===== src/rtl/kmp_prefix_function_stream_assert.svh =====
// assertion macros for the kmp prefix function stream rtl
`ifndef KMP_PREFIX_FUNCTION_STREAM_ASSERT_SVH
`define KMP_PREFIX_FUNCTION_STREAM_ASSERT_SVH

// same-cycle implication, checked outside reset
`define KMPPF_ASSERT_NOW(lbl, ante, cons, msg) \
    lbl: assert property (@(posedge clk) disable iff (!rst_n) (ante) |-> (cons)) \
        else $error(msg);

// next-cycle implication, checked outside reset
`define KMPPF_ASSERT_NEXT(lbl, ante, cons, msg) \
    lbl: assert property (@(posedge clk) disable iff (!rst_n) (ante) |=> (cons)) \
        else $error(msg);

`endif


===== src/rtl/kmppf_pkg.sv =====
// shared constants and transaction types for the kmp prefix function stream
package kmppf_pkg;

    localparam int MAX_WORD_LEN = 64;
    localparam int ADDR_W       = $clog2(MAX_WORD_LEN);
    localparam int POS_W        = ADDR_W + 1;
    localparam int SYM_W        = 8;
    localparam int FIELD_W      = 6;

    typedef struct packed {
        logic [SYM_W-1:0] symbol;
        logic             word_start;
    } sym_item_t;

    typedef struct packed {
        logic [FIELD_W-1:0] border_length;
        logic [FIELD_W-1:0] char_position;
        logic               overflow;
    } res_item_t;

    typedef struct packed {
        logic              rd_en;
        logic [ADDR_W-1:0] char_rd_addr;
        logic [ADDR_W-1:0] border_rd_addr;
        logic              wr_en;
        logic [ADDR_W-1:0] wr_addr;
        logic [SYM_W-1:0]  wr_char;
        logic [ADDR_W-1:0] wr_border;
    } mem_req_t;

endpackage


===== src/rtl/kmppf_ram.sv =====
// simple dual-port ram with registered read data
module kmppf_ram #(
    parameter int WIDTH = 8,
    parameter int DEPTH = 64,
    parameter int AW    = $clog2(DEPTH)
) (
    input  logic             clk,
    input  logic             wr_en,
    input  logic [AW-1:0]    wr_addr,
    input  logic [WIDTH-1:0] wr_data,
    input  logic             rd_en,
    input  logic [AW-1:0]    rd_addr,
    output logic [WIDTH-1:0] rd_data
);

    logic [WIDTH-1:0] mem [DEPTH];
    logic [WIDTH-1:0] rd_data_reg;

    always_ff @(posedge clk)
    begin
        if (wr_en)
        begin
            mem[wr_addr] <= wr_data;
        end
    end

    always_ff @(posedge clk)
    begin
        if (rd_en)
        begin
            rd_data_reg <= mem[rd_addr];
        end
    end

    assign rd_data = rd_data_reg;

endmodule


===== src/rtl/kmppf_ctrl.sv =====
// border walk sequencer: reads the stores, compares, writes back the new entry
`include "kmp_prefix_function_stream_assert.svh"

module kmppf_ctrl (
    input  logic                          clk,
    input  logic                          rst_n,
    input  logic                          sym_valid,
    output logic                          sym_stall,
    input  kmppf_pkg::sym_item_t          sym_data,
    output logic                          done_valid,
    input  logic                          done_take,
    output kmppf_pkg::res_item_t          done_item,
    output kmppf_pkg::mem_req_t           mem_req,
    input  logic [kmppf_pkg::SYM_W-1:0]   char_rdata,
    input  logic [kmppf_pkg::ADDR_W-1:0]  border_rdata
);

    localparam logic [1:0] S_IDLE = 2'd0;
    localparam logic [1:0] S_WALK = 2'd1;
    localparam logic [1:0] S_DONE = 2'd2;

    localparam logic [kmppf_pkg::POS_W-1:0] POS_FULL =
        kmppf_pkg::POS_W'(kmppf_pkg::MAX_WORD_LEN);

    logic [1:0]                        state_reg, state_next;
    logic [kmppf_pkg::POS_W-1:0]       wpos_reg, wpos_next;
    logic [kmppf_pkg::ADDR_W-1:0]      last_border_reg, last_border_next;
    logic [kmppf_pkg::SYM_W-1:0]       sym_reg, sym_next;
    logic [kmppf_pkg::ADDR_W-1:0]      p_reg, p_next;
    logic [kmppf_pkg::ADDR_W-1:0]      len_reg, len_next;
    kmppf_pkg::res_item_t              res_reg, res_next;

    logic [kmppf_pkg::POS_W-1:0]       p_in;
    logic                              match;
    logic [kmppf_pkg::ADDR_W-1:0]      fin_len;

    assign p_in    = sym_data.word_start ? '0 : wpos_reg;
    assign match   = (char_rdata == sym_reg);
    assign fin_len = match ? (len_reg + kmppf_pkg::ADDR_W'(1)) : '0;

    assign sym_stall  = (state_reg != S_IDLE);
    assign done_valid = (state_reg == S_DONE);
    assign done_item  = res_reg;

    always_comb
    begin
        state_next       = state_reg;
        wpos_next        = wpos_reg;
        last_border_next = last_border_reg;
        sym_next         = sym_reg;
        p_next           = p_reg;
        len_next         = len_reg;
        res_next         = res_reg;

        mem_req.rd_en          = 1'b0;
        mem_req.char_rd_addr   = len_reg;
        mem_req.border_rd_addr = len_reg - kmppf_pkg::ADDR_W'(1);
        mem_req.wr_en          = 1'b0;
        mem_req.wr_addr        = p_reg;
        mem_req.wr_char        = sym_reg;
        mem_req.wr_border      = fin_len;

        unique case (state_reg)
            S_IDLE:
            begin
                if (sym_valid)
                begin
                    sym_next = sym_data.symbol;
                    p_next   = p_in[kmppf_pkg::ADDR_W-1:0];
                    if (p_in >= POS_FULL)
                    begin
                        // word full: character dropped, stores and write position unchanged
                        res_next.border_length = '0;
                        res_next.char_position = '0;
                        res_next.overflow      = 1'b1;
                        state_next             = S_DONE;
                    end
                    else if (p_in == '0)
                    begin
                        mem_req.wr_en          = 1'b1;
                        mem_req.wr_addr        = '0;
                        mem_req.wr_char        = sym_data.symbol;
                        mem_req.wr_border      = '0;
                        last_border_next       = '0;
                        wpos_next              = kmppf_pkg::POS_W'(1);
                        res_next.border_length = '0;
                        res_next.char_position = '0;
                        res_next.overflow      = 1'b0;
                        state_next             = S_DONE;
                    end
                    else
                    begin
                        mem_req.rd_en          = 1'b1;
                        mem_req.char_rd_addr   = last_border_reg;
                        mem_req.border_rd_addr = last_border_reg - kmppf_pkg::ADDR_W'(1);
                        len_next               = last_border_reg;
                        state_next             = S_WALK;
                    end
                end
            end
            S_WALK:
            begin
                if (match || (len_reg == '0))
                begin
                    mem_req.wr_en          = 1'b1;
                    last_border_next       = fin_len;
                    wpos_next              = kmppf_pkg::POS_W'(p_reg) + kmppf_pkg::POS_W'(1);
                    res_next.border_length = kmppf_pkg::FIELD_W'(fin_len);
                    res_next.char_position = kmppf_pkg::FIELD_W'(p_reg);
                    res_next.overflow      = 1'b0;
                    state_next             = S_DONE;
                end
                else
                begin
                    // fall back to the next shorter border
                    mem_req.rd_en          = 1'b1;
                    mem_req.char_rd_addr   = border_rdata;
                    mem_req.border_rd_addr = border_rdata - kmppf_pkg::ADDR_W'(1);
                    len_next               = border_rdata;
                end
            end
            S_DONE:
            begin
                if (done_take)
                begin
                    state_next = S_IDLE;
                end
            end
            default:
            begin
                state_next = S_IDLE;
            end
        endcase
    end

    always_ff @(posedge clk or negedge rst_n)
    begin
        if (!rst_n)
        begin
            state_reg       <= S_IDLE;
            wpos_reg        <= '0;
            last_border_reg <= '0;
        end
        else
        begin
            state_reg       <= state_next;
            wpos_reg        <= wpos_next;
            last_border_reg <= last_border_next;
        end
    end

    always_ff @(posedge clk)
    begin
        sym_reg <= sym_next;
        p_reg   <= p_next;
        len_reg <= len_next;
        res_reg <= res_next;
    end

    `KMPPF_ASSERT_NOW(a_walk_below_pos, state_reg == S_WALK, len_reg < p_reg,
        "border walk candidate not below current position")
    `KMPPF_ASSERT_NEXT(a_write_then_done, mem_req.wr_en, state_reg == S_DONE,
        "store write not followed by a pending result")
    `KMPPF_ASSERT_NOW(a_wpos_range, 1'b1, wpos_reg <= POS_FULL,
        "write position beyond word capacity")

endmodule


===== src/rtl/kmp_prefix_function_stream.sv =====
// top level of the online kmp prefix function stream
// flow: a transaction is accepted only while idle; its result goes to a control result
//   register, then to the output register, after a border walk that reads each store once
//   per border tried (none for the first character or an overflow); no new transaction is
//   accepted until the last result has been taken into the output register
// reset: control state and write position clear at once; stores are not cleared
module kmp_prefix_function_stream (
    input  logic                 clk,
    input  logic                 rst_n,
    input  logic                 sym_valid,
    output logic                 sym_stall,
    input  kmppf_pkg::sym_item_t sym_data,
    output logic                 res_valid,
    input  logic                 res_stall,
    output kmppf_pkg::res_item_t res_data
);

    kmppf_pkg::mem_req_t               mem_req;
    logic [kmppf_pkg::SYM_W-1:0]       char_rdata;
    logic [kmppf_pkg::ADDR_W-1:0]      border_rdata;
    logic                              done_valid;
    logic                              done_take;
    kmppf_pkg::res_item_t              done_item;

    logic                              res_valid_reg, res_valid_next;
    kmppf_pkg::res_item_t              res_data_reg;

    kmppf_ctrl u_ctrl (
        .clk          (clk),
        .rst_n        (rst_n),
        .sym_valid    (sym_valid),
        .sym_stall    (sym_stall),
        .sym_data     (sym_data),
        .done_valid   (done_valid),
        .done_take    (done_take),
        .done_item    (done_item),
        .mem_req      (mem_req),
        .char_rdata   (char_rdata),
        .border_rdata (border_rdata)
    );

    kmppf_ram #(
        .WIDTH (kmppf_pkg::SYM_W),
        .DEPTH (kmppf_pkg::MAX_WORD_LEN),
        .AW    (kmppf_pkg::ADDR_W)
    ) u_char_store (
        .clk     (clk),
        .wr_en   (mem_req.wr_en),
        .wr_addr (mem_req.wr_addr),
        .wr_data (mem_req.wr_char),
        .rd_en   (mem_req.rd_en),
        .rd_addr (mem_req.char_rd_addr),
        .rd_data (char_rdata)
    );

    kmppf_ram #(
        .WIDTH (kmppf_pkg::ADDR_W),
        .DEPTH (kmppf_pkg::MAX_WORD_LEN),
        .AW    (kmppf_pkg::ADDR_W)
    ) u_border_store (
        .clk     (clk),
        .wr_en   (mem_req.wr_en),
        .wr_addr (mem_req.wr_addr),
        .wr_data (mem_req.wr_border),
        .rd_en   (mem_req.rd_en),
        .rd_addr (mem_req.border_rd_addr),
        .rd_data (border_rdata)
    );

    // output register
    assign done_take = done_valid && (!res_valid_reg || !res_stall);

    always_comb
    begin
        priority if (done_take)
        begin
            res_valid_next = 1'b1;
        end
        else if (!res_stall)
        begin
            res_valid_next = 1'b0;
        end
        else
        begin
            res_valid_next = res_valid_reg;
        end
    end

    always_ff @(posedge clk or negedge rst_n)
    begin
        if (!rst_n)
        begin
            res_valid_reg <= 1'b0;
        end
        else
        begin
            res_valid_reg <= res_valid_next;
        end
    end

    always_ff @(posedge clk)
    begin
        if (done_take)
        begin
            res_data_reg <= done_item;
        end
    end

    assign res_valid = res_valid_reg;
    assign res_data  = res_data_reg;

endmodule

===== config.mk =====
export PLATFORM = sky130hd
export DESIGN_NAME = kmp_prefix_function_stream
export DESIGN_NICKNAME = d
export VERILOG_FILES = /design/src/rtl/kmppf_pkg.sv /design/src/rtl/kmppf_ram.sv /design/src/rtl/kmppf_ctrl.sv /design/src/rtl/kmp_prefix_function_stream.sv
export VERILOG_INCLUDE_DIRS = /design/src /design/src/rtl
export SDC_FILE = /design/constraint.sdc
export NUM_CORES = 1
export LEC_CHECK = 0
export CAP_MARGIN = 10
export CORE_AREA = 10 10 336 338
export DETAILED_ROUTE_END_ITERATION = 6
export DIE_AREA = 0 0 346 348
export DONT_BUFFER_PORTS = 1
export PLACE_DENSITY = 0.6
export SETUP_SLACK_MARGIN = 0.5
export SLEW_MARGIN = 25
export SYNTH_ARGS = -nofsm -noshare
export SYNTH_HDL_FRONTEND = slang
export SYNTH_SLANG_ARGS = --single-unit

===== constraint.sdc =====
create_clock -name clk -period 3.55 [get_ports clk]
set_clock_uncertainty 0.1 [all_clocks]
set_input_delay 0.355 -clock clk [delete_from_list [all_inputs] [get_ports clk]]
set_output_delay 0.355 -clock clk [all_outputs]
set_load 0.02 [all_outputs]

==> results of run 1 <==
power breakdown:
| part | internal (mW) | leakage, nW | switching [mW] |
|---|---|---|---|
| Combinational | 9.10 | 6.47 | 13.5 |
| Sequential | 13.6 | 9.72 | 0.387 |
| Clock | 5.94 | 1.55 | 4.33 |
| Total | 28.7 | 17.7 | 18.2 |
layout make-up:
class                           count  share of cell area [%]
Inverter                            8                  0.0603
Antenna cell                        1                 0.00502
Timing Repair Buffer              502                    10.9
Multi-Input combinational cell   1672                    20.7
Clock inverter                     64                    1.20
Clock buffer                      113                    5.14
Sequential cell                   972                    58.4
Tap cell                         1403                    3.52
critical path, stage by stage (launching register included):
cell and delay (ps):
dfrtp_1 380, or4_4 590, o211ai_4 200, buf_12 140
nor2_4 50, a211o_4 340, buf_12 160, buf_4 150
nor2_4 190, buf_6 190, buf_4 140, a31oi_1 100
nand4_1 240, a32o_2 310, o2111ai_2 190
kinds of logic after synthesis:
family,after synthesis
xor gates and xnor gates,28
DFF,972
muxes,133
and+or+nand+nor,1208
buffers and inverters,158
adders and majority gates,6
AOI/OAI and AO/OA,297
final timing paths:
kind,start,to,slack (ps),depth (start not counted)
min reg2reg,u_ctrl.done_item[8]$_SDFFCE_PN0P_,res_data[8]$_DFFE_PP_,320,0
max,u_ctrl.wpos_reg[3]$_DFFE_PN0P_,u_char_store.rd_data[1]$_DFFE_PP_,-240,14
max reg2reg,u_ctrl.wpos_reg[3]$_DFFE_PN0P_,u_char_store.rd_data[1]$_DFFE_PP_,-240,14
max in group asynchronous,rst_n,u_ctrl.state_reg[1]$_DFFE_PN0P_,2660,1
min,sym_data[0],u_ctrl.wpos_reg[0]$_DFFE_PN0P_,50,3
min in group asynchronous,rst_n,u_ctrl.last_border_reg[2]$_DFFE_PN0P_,120,1
metal layers:
| metal | up-vias | wire length [µm] | GRT usage, % |
|---|---|---|---|
| met3 | 267 | 12400 | 4.28 |
| li1 | 11400 | - | - |
| met4 | 2 | 5780 | 8.85 |
| met2 | 1430 | 56500 | 30.2 |
| met1 | 13000 | 49300 | 25.7 |
| met5 | - | 13 | 0 |
repair_timing:
item / in CTS / in global routing
setup buffers: 54 / 15
setup endpoints to repair: 426 / 859
pin swaps: 51 / 49
cloned: 7 / 18
resized for setup: 151 / 213
endpoints found under the hold margin: 41 / 13
hold buffers: 11 / 1
per-stage QoR:
stage / std cells / total power [mW] / TNS (ps)
final: 4735 / 46.8 / -1320
after CTS: 4700 / 45.1 / -827
after global routing: 4734 / 48.3 / -2130
after floorplan: 2802 / 23.4 / 0
after detailed placement: 4451 / 33.3 / -3590
after global placement: 4451 / 33.2 / -3430
layout by cell type, fill, tap and decap left out, types with 15 or more instances in the layout:
cell         n
a31oi_1     31
nand3_1    227
mux2i_1    112
clkinv_1    26
edfxtp_1   956
o22ai_1     27
nor3_1      15
dfrtp_1     15
buf_6       74
nand2_1    691
nand4_1     56
nor2_4      52
clkinv_2    20
clkbuf_16  105
buf_12      87
buf_4      307
nor2_1      55
a21oi_1     63
==> impl_metrics.env, run 1 <==
export IMPL_yosysWarnings=0
export IMPL_gp_congestion=0.950
export IMPL_wl_per_cell_um=26.2
export IMPL_synth_area_per_cell_um2=13.9
export IMPL_hp_class="input pin to flop"
export IMPL_cp_start_kind="flop"
export IMPL_violations="negative setup slack"
export IMPL_synth_area_um2=39000
export IMPL_rows=120
export IMPL_synth_async_reset_ratio_pct=1.65
export IMPL_grt_usage_pct=19.3
export IMPL_seq_area_frac_synth_pct=74.7
export IMPL_ant_nets=0
export IMPL_synth_fa_ha_area_share_pct=0.193
export IMPL_whs_ps=52.5
export IMPL_via_per_inst=5.51
export IMPL_drv_cap=0
export IMPL_rsz0062_at_grt="true"
export IMPL_drt_pass1_iter_count=5
export IMPL_max_slew_margin_rel_pct=41.7
export IMPL_endpoint_kind="flop"
export IMPL_area_growth_pct=27.8
export IMPL_final_hold_viol_count=0
export IMPL_placed_cell_area_um2=44000
export IMPL_fmaxAchievable_mhz=264
export IMPL_period_minus_slack_ps=3790
export IMPL_ys_types=71
export IMPL_vdd_drop_max_uv=624
export IMPL_cts_tree="done"
export IMPL_synth_area_leaders="edfxtp_1 (74%), nand2_1 (6.8%), mux2i_1 (3.3%), nand3_1 (3.0%), nor2_1 (1.0%)"
export IMPL_pin_count=28
export IMPL_synth_mux_area_fraction_pct=3.43
export IMPL_grt_pass1_vias=24700
export IMPL_start_util_pct=36.7
export IMPL_cts_made_buffers=96
export IMPL_synth_xor_area_share_pct=0.629
export IMPL_yosysTopAreaCell="edfxtp_1"
export IMPL_nets=3271
export IMPL_ys_flop_type="edfxtp_1"
export IMPL_die_width_um=346
export IMPL_top_register="u_char_store.mem"
export IMPL_ff_latch_area_um2=29100
export IMPL_multi_input_area_um2=10300
export IMPL_die_area_um2=120000
export IMPL_crit_arrival_ps=4080
export IMPL_min_period_over_period_pct=107
export IMPL_leakage_nw=17.7
export IMPL_place_hpwl_mm=77.6
export IMPL_coreArea_um2=106000
export IMPL_status="complete, but fails checks"
export IMPL_syn_inst=2802
export IMPL_tightest_slew_ps=871
export IMPL_first_iter_violations=3160
export IMPL_drv_slew=0
export IMPL_ys_top_cells_by_count="edfxtp_1 (956), nand2_1 (703), nand3_1 (236)"
export IMPL_grt_antenna_before_repair=3
export IMPL_synth_most_common_cell="edfxtp_1"
export IMPL_power_density_nw_per_um2=940
export IMPL_clock_latency_ps=690
export IMPL_gr_total_overflow=0
export IMPL_clockBufferDepth=3
export IMPL_grt_max_degree=65
export IMPL_largest_reg_flops=512
export IMPL_dp_slack_ps=-468
export IMPL_fill_cells=9170
export IMPL_drt_total_wl_mm=124
export IMPL_clock_sinks=972
export IMPL_critPathKind="flop to flop"
export IMPL_io_buffer_count=0
export IMPL_htreeDepth=3
export IMPL_grt_pass1_wl_mm=173
export IMPL_fin_area_um2=49800
export IMPL_drive_gt1_share_pct=25.6
export IMPL_cts_root_buf="clkbuf_16"
export IMPL_synth_edf_count=956
export IMPL_synth_nets=2821
export IMPL_synth_seq_cells=972
export IMPL_final_util_pct=46.9
export IMPL_cp_max_fo=7
export IMPL_reg_largest_list="u_char_store.mem (512), u_border_store.mem (384)"
export IMPL_worst_slack_ps=-235
export IMPL_synth_compound_area_share_pct=5.38
export IMPL_required_ps=3840
export IMPL_vias=26100
export IMPL_synth_top_area_share_pct=73.7
export IMPL_synth_top_family_by_area="simple AND/OR/NAND/NOR gates"
export IMPL_setup_violations=13
export IMPL_die_h_um=348
export IMPL_synth_simple_area_share_pct=13.6
export IMPL_path_clk_slew_ps=70
export IMPL_drc_errors=0
No activity file was read; power rests on OpenSTA's default activity.
==> inputs of run 2 (changes only) <==
==> constraint.sdc (replaced) <==
create_clock -name clk -period 3.2 [get_ports clk]
set_clock_uncertainty 0.1 [all_clocks]
set_input_delay 0.32 -clock clk [delete_from_list [all_inputs] [get_ports clk]]
set_output_delay 0.32 -clock clk [all_outputs]
set_load 0.02 [all_outputs]
==> impl_metrics.env, run 2 (same netlist as run 1, synthesis figures left out) <==
export IMPL_htreeDepth=3
export IMPL_cts_root_buf="clkbuf_16"
export IMPL_leakage_nw=18.0
export IMPL_fmaxAchievable_mhz=262
export IMPL_wl_per_cell_um=26.6
export IMPL_grt_pass1_vias=25000
export IMPL_worst_slack_ps=-622
export IMPL_grt_max_degree=65
export IMPL_status="complete, but fails checks"
export IMPL_grt_usage_pct=20.1
export IMPL_final_hold_viol_count=0
export IMPL_period_minus_slack_ps=3820
export IMPL_whs_ps=29.6
export IMPL_multi_input_area_um2=10000
export IMPL_reg_largest_list="u_char_store.mem (512), u_border_store.mem (384)"
export IMPL_top_layer="met5"
export IMPL_p_seq_share_pct=29.8
export IMPL_power_density_nw_per_um2=1030
export IMPL_nets=3328
export IMPL_gp_congestion=0.933
export IMPL_final_cell_mix="edfxtp_1 (956), nand2_1 (693), buf_4 (350)"
export IMPL_setup_violations=616
export IMPL_cp_max_fo=11
export IMPL_required_ps=3540
export IMPL_die_width_um=346
export IMPL_coreArea_um2=106000
export IMPL_ff2ff_path_depth=13
export IMPL_cts_made_buffers=101
export IMPL_top_register="u_char_store.mem"
export IMPL_drv_cap=0
export IMPL_path_clk_slew_ps=60
export IMPL_hold_depth=3
export IMPL_grt_antenna_before_repair=5
export IMPL_min_period_over_period_pct=119
export IMPL_first_iter_violations=3413
export IMPL_swShare_pct=39.4
export IMPL_drv_slew=0
export IMPL_io_buffer_count=0
export IMPL_met3RoutedLength_mm=13.7
export IMPL_cp_start_kind="flop"
export IMPL_grt_pass1_wl_mm=179
export IMPL_final_util_pct=47.3
export IMPL_critPathKind="flop to flop"
export IMPL_combPwrFrac_pct=48.2
export IMPL_vias=26500
export IMPL_clock_sinks=972
export IMPL_vdd_drop_max_uv=675
export IMPL_endpoint_kind="flop"
export IMPL_gr_total_overflow=0
export IMPL_max_slew_margin_rel_pct=34.9
export IMPL_wl_met2_mm=57.7
export IMPL_area_growth_pct=29.0
export IMPL_tightest_slew_ps=975
export IMPL_clockBufferDepth=3
export IMPL_hp_class="input pin to flop"
export IMPL_dp_cells=4515
export IMPL_start_util_pct=36.7
export IMPL_ant_nets=0
export IMPL_pin_count=28
export IMPL_rsz0062_at_grt="true"
export IMPL_clock_latency_ps=690
export IMPL_final_common_cell="edfxtp_1"
export IMPL_violations="negative setup slack"
export IMPL_drc_errors=0
export IMPL_power_internal_mw=31.5
export IMPL_layoutNonFillerInstCount=4796
export IMPL_p_sw_mw=20.5
export IMPL_clkPwrFrac_pct=22.0
export IMPL_fill_cells=9073
export IMPL_met1_length_mm=50.6
export IMPL_crit_arrival_ps=4160
export IMPL_largest_reg_flops=512
export IMPL_drive_gt1_share_pct=25.6
export IMPL_cts_tree="done"
export IMPL_rows=120
export IMPL_ff_latch_area_um2=29100
export IMPL_place_hpwl_mm=81.0
export IMPL_via_per_inst=5.52
export IMPL_drt_total_wl_mm=128
export IMPL_fin_total_pwr_mw=51.9
export IMPL_drt_pass1_iter_count=7
export IMPL_die_h_um=348
export IMPL_die_area_um2=120000
-- run 2: cell count changes in the layout (fill, tap and decap cells not counted), moves of 7 or more --
| cell | change |
|---|---|
| a32oi_1 | +7 |
| nor2_4 | +7 |
| buf_6 | -27 |
| buf_4 | +43 |
| nor2_1 | -10 |
| buf_12 | +30 |
-- run 2: power groups by stage --
stage	clock (mW)	combinational, mW	sequential [mW]
6_report	11.4	25.0	15.5
5_1_grt	12.1	26.0	15.5
4_1_cts	11.5	23.5	15.5
3_5_place_dp	0	22.0	15.7
3_3_place_gp	0	22.0	15.7
2_1_floorplan	0	10.3	15.6
-- run 2: what timing repair did --
action                                  4_1_cts  5_1_grt
endpoints found under the hold margin        51        0
pin swaps                                    32       26
hold buffers                                 11        0
gates resized for setup                     109      125
setup buffers                                31       29
gates cloned                                  9       14
endpoints found under the setup margin     1245     1631
-- run 2: layout make-up --
type | instances | share of cell area [%]
Sequential cell | 972 | 57.9
Clock buffer | 122 | 5.35
Antenna cell | 3 | 0.0149
Timing Repair Buffer | 551 | 12.2
Inverter | 8 | 0.0597
Multi-Input combinational cell | 1675 | 20.0
Clock inverter | 62 | 1.02
Tap cell | 1403 | 3.49
-- run 2: path summary, 6_finish.rpt --
kind,from,to,slack [ps]
max reg2reg,u_char_store.rd_data[1]$_DFFE_PP_,u_char_store.rd_data[7]$_DFFE_PP_,-620
max in group asynchronous,rst_n,u_ctrl.wpos_reg[2]$_DFFE_PN0P_,2430
min reg2reg,u_ctrl.done_item[7]$_SDFFCE_PN0P_,res_data[7]$_DFFE_PP_,320
min in group asynchronous,rst_n,u_ctrl.state_reg[0]$_DFFE_PN0P_,60
max,u_char_store.rd_data[1]$_DFFE_PP_,u_char_store.rd_data[7]$_DFFE_PP_,-620
min,sym_data[7],u_char_store.mem[51][6]$_DFFE_PP_,30
-- run 2: layer usage --
layer | vias to the layer above | GRT usage [%]
met2 | 1376 | 31.3
met5 | - | 0
li1 | 11500 | -
met4 | 4 | 7.79
met1 | 13300 | 27.1
met3 | 265 | 4.67
-- run 2: metrics by stage --
stage	area (µm²)	TNS (ps)	worst slack, ps
floorplan	39300	-6180	-207
global placement	45100	-18680	-721
detailed placement	45100	-16760	-762
CTS	49300	-7650	-501
global route	50300	-83840	-642
finish	50300	-37700	-622
-- run 2: critical path, cell delays in order (launching register included) --
cell and delay, ps:
edfxtp_1 450, xor2_1 200, nor4_4 410, buf_4 180, a21o_1 200, a311o_2 320
buf_8 170, buf_12 170, mux2i_2 240, o22ai_1 130, nor4_2 420, buf_4 180
o221ai_2 70, a211o_1 300
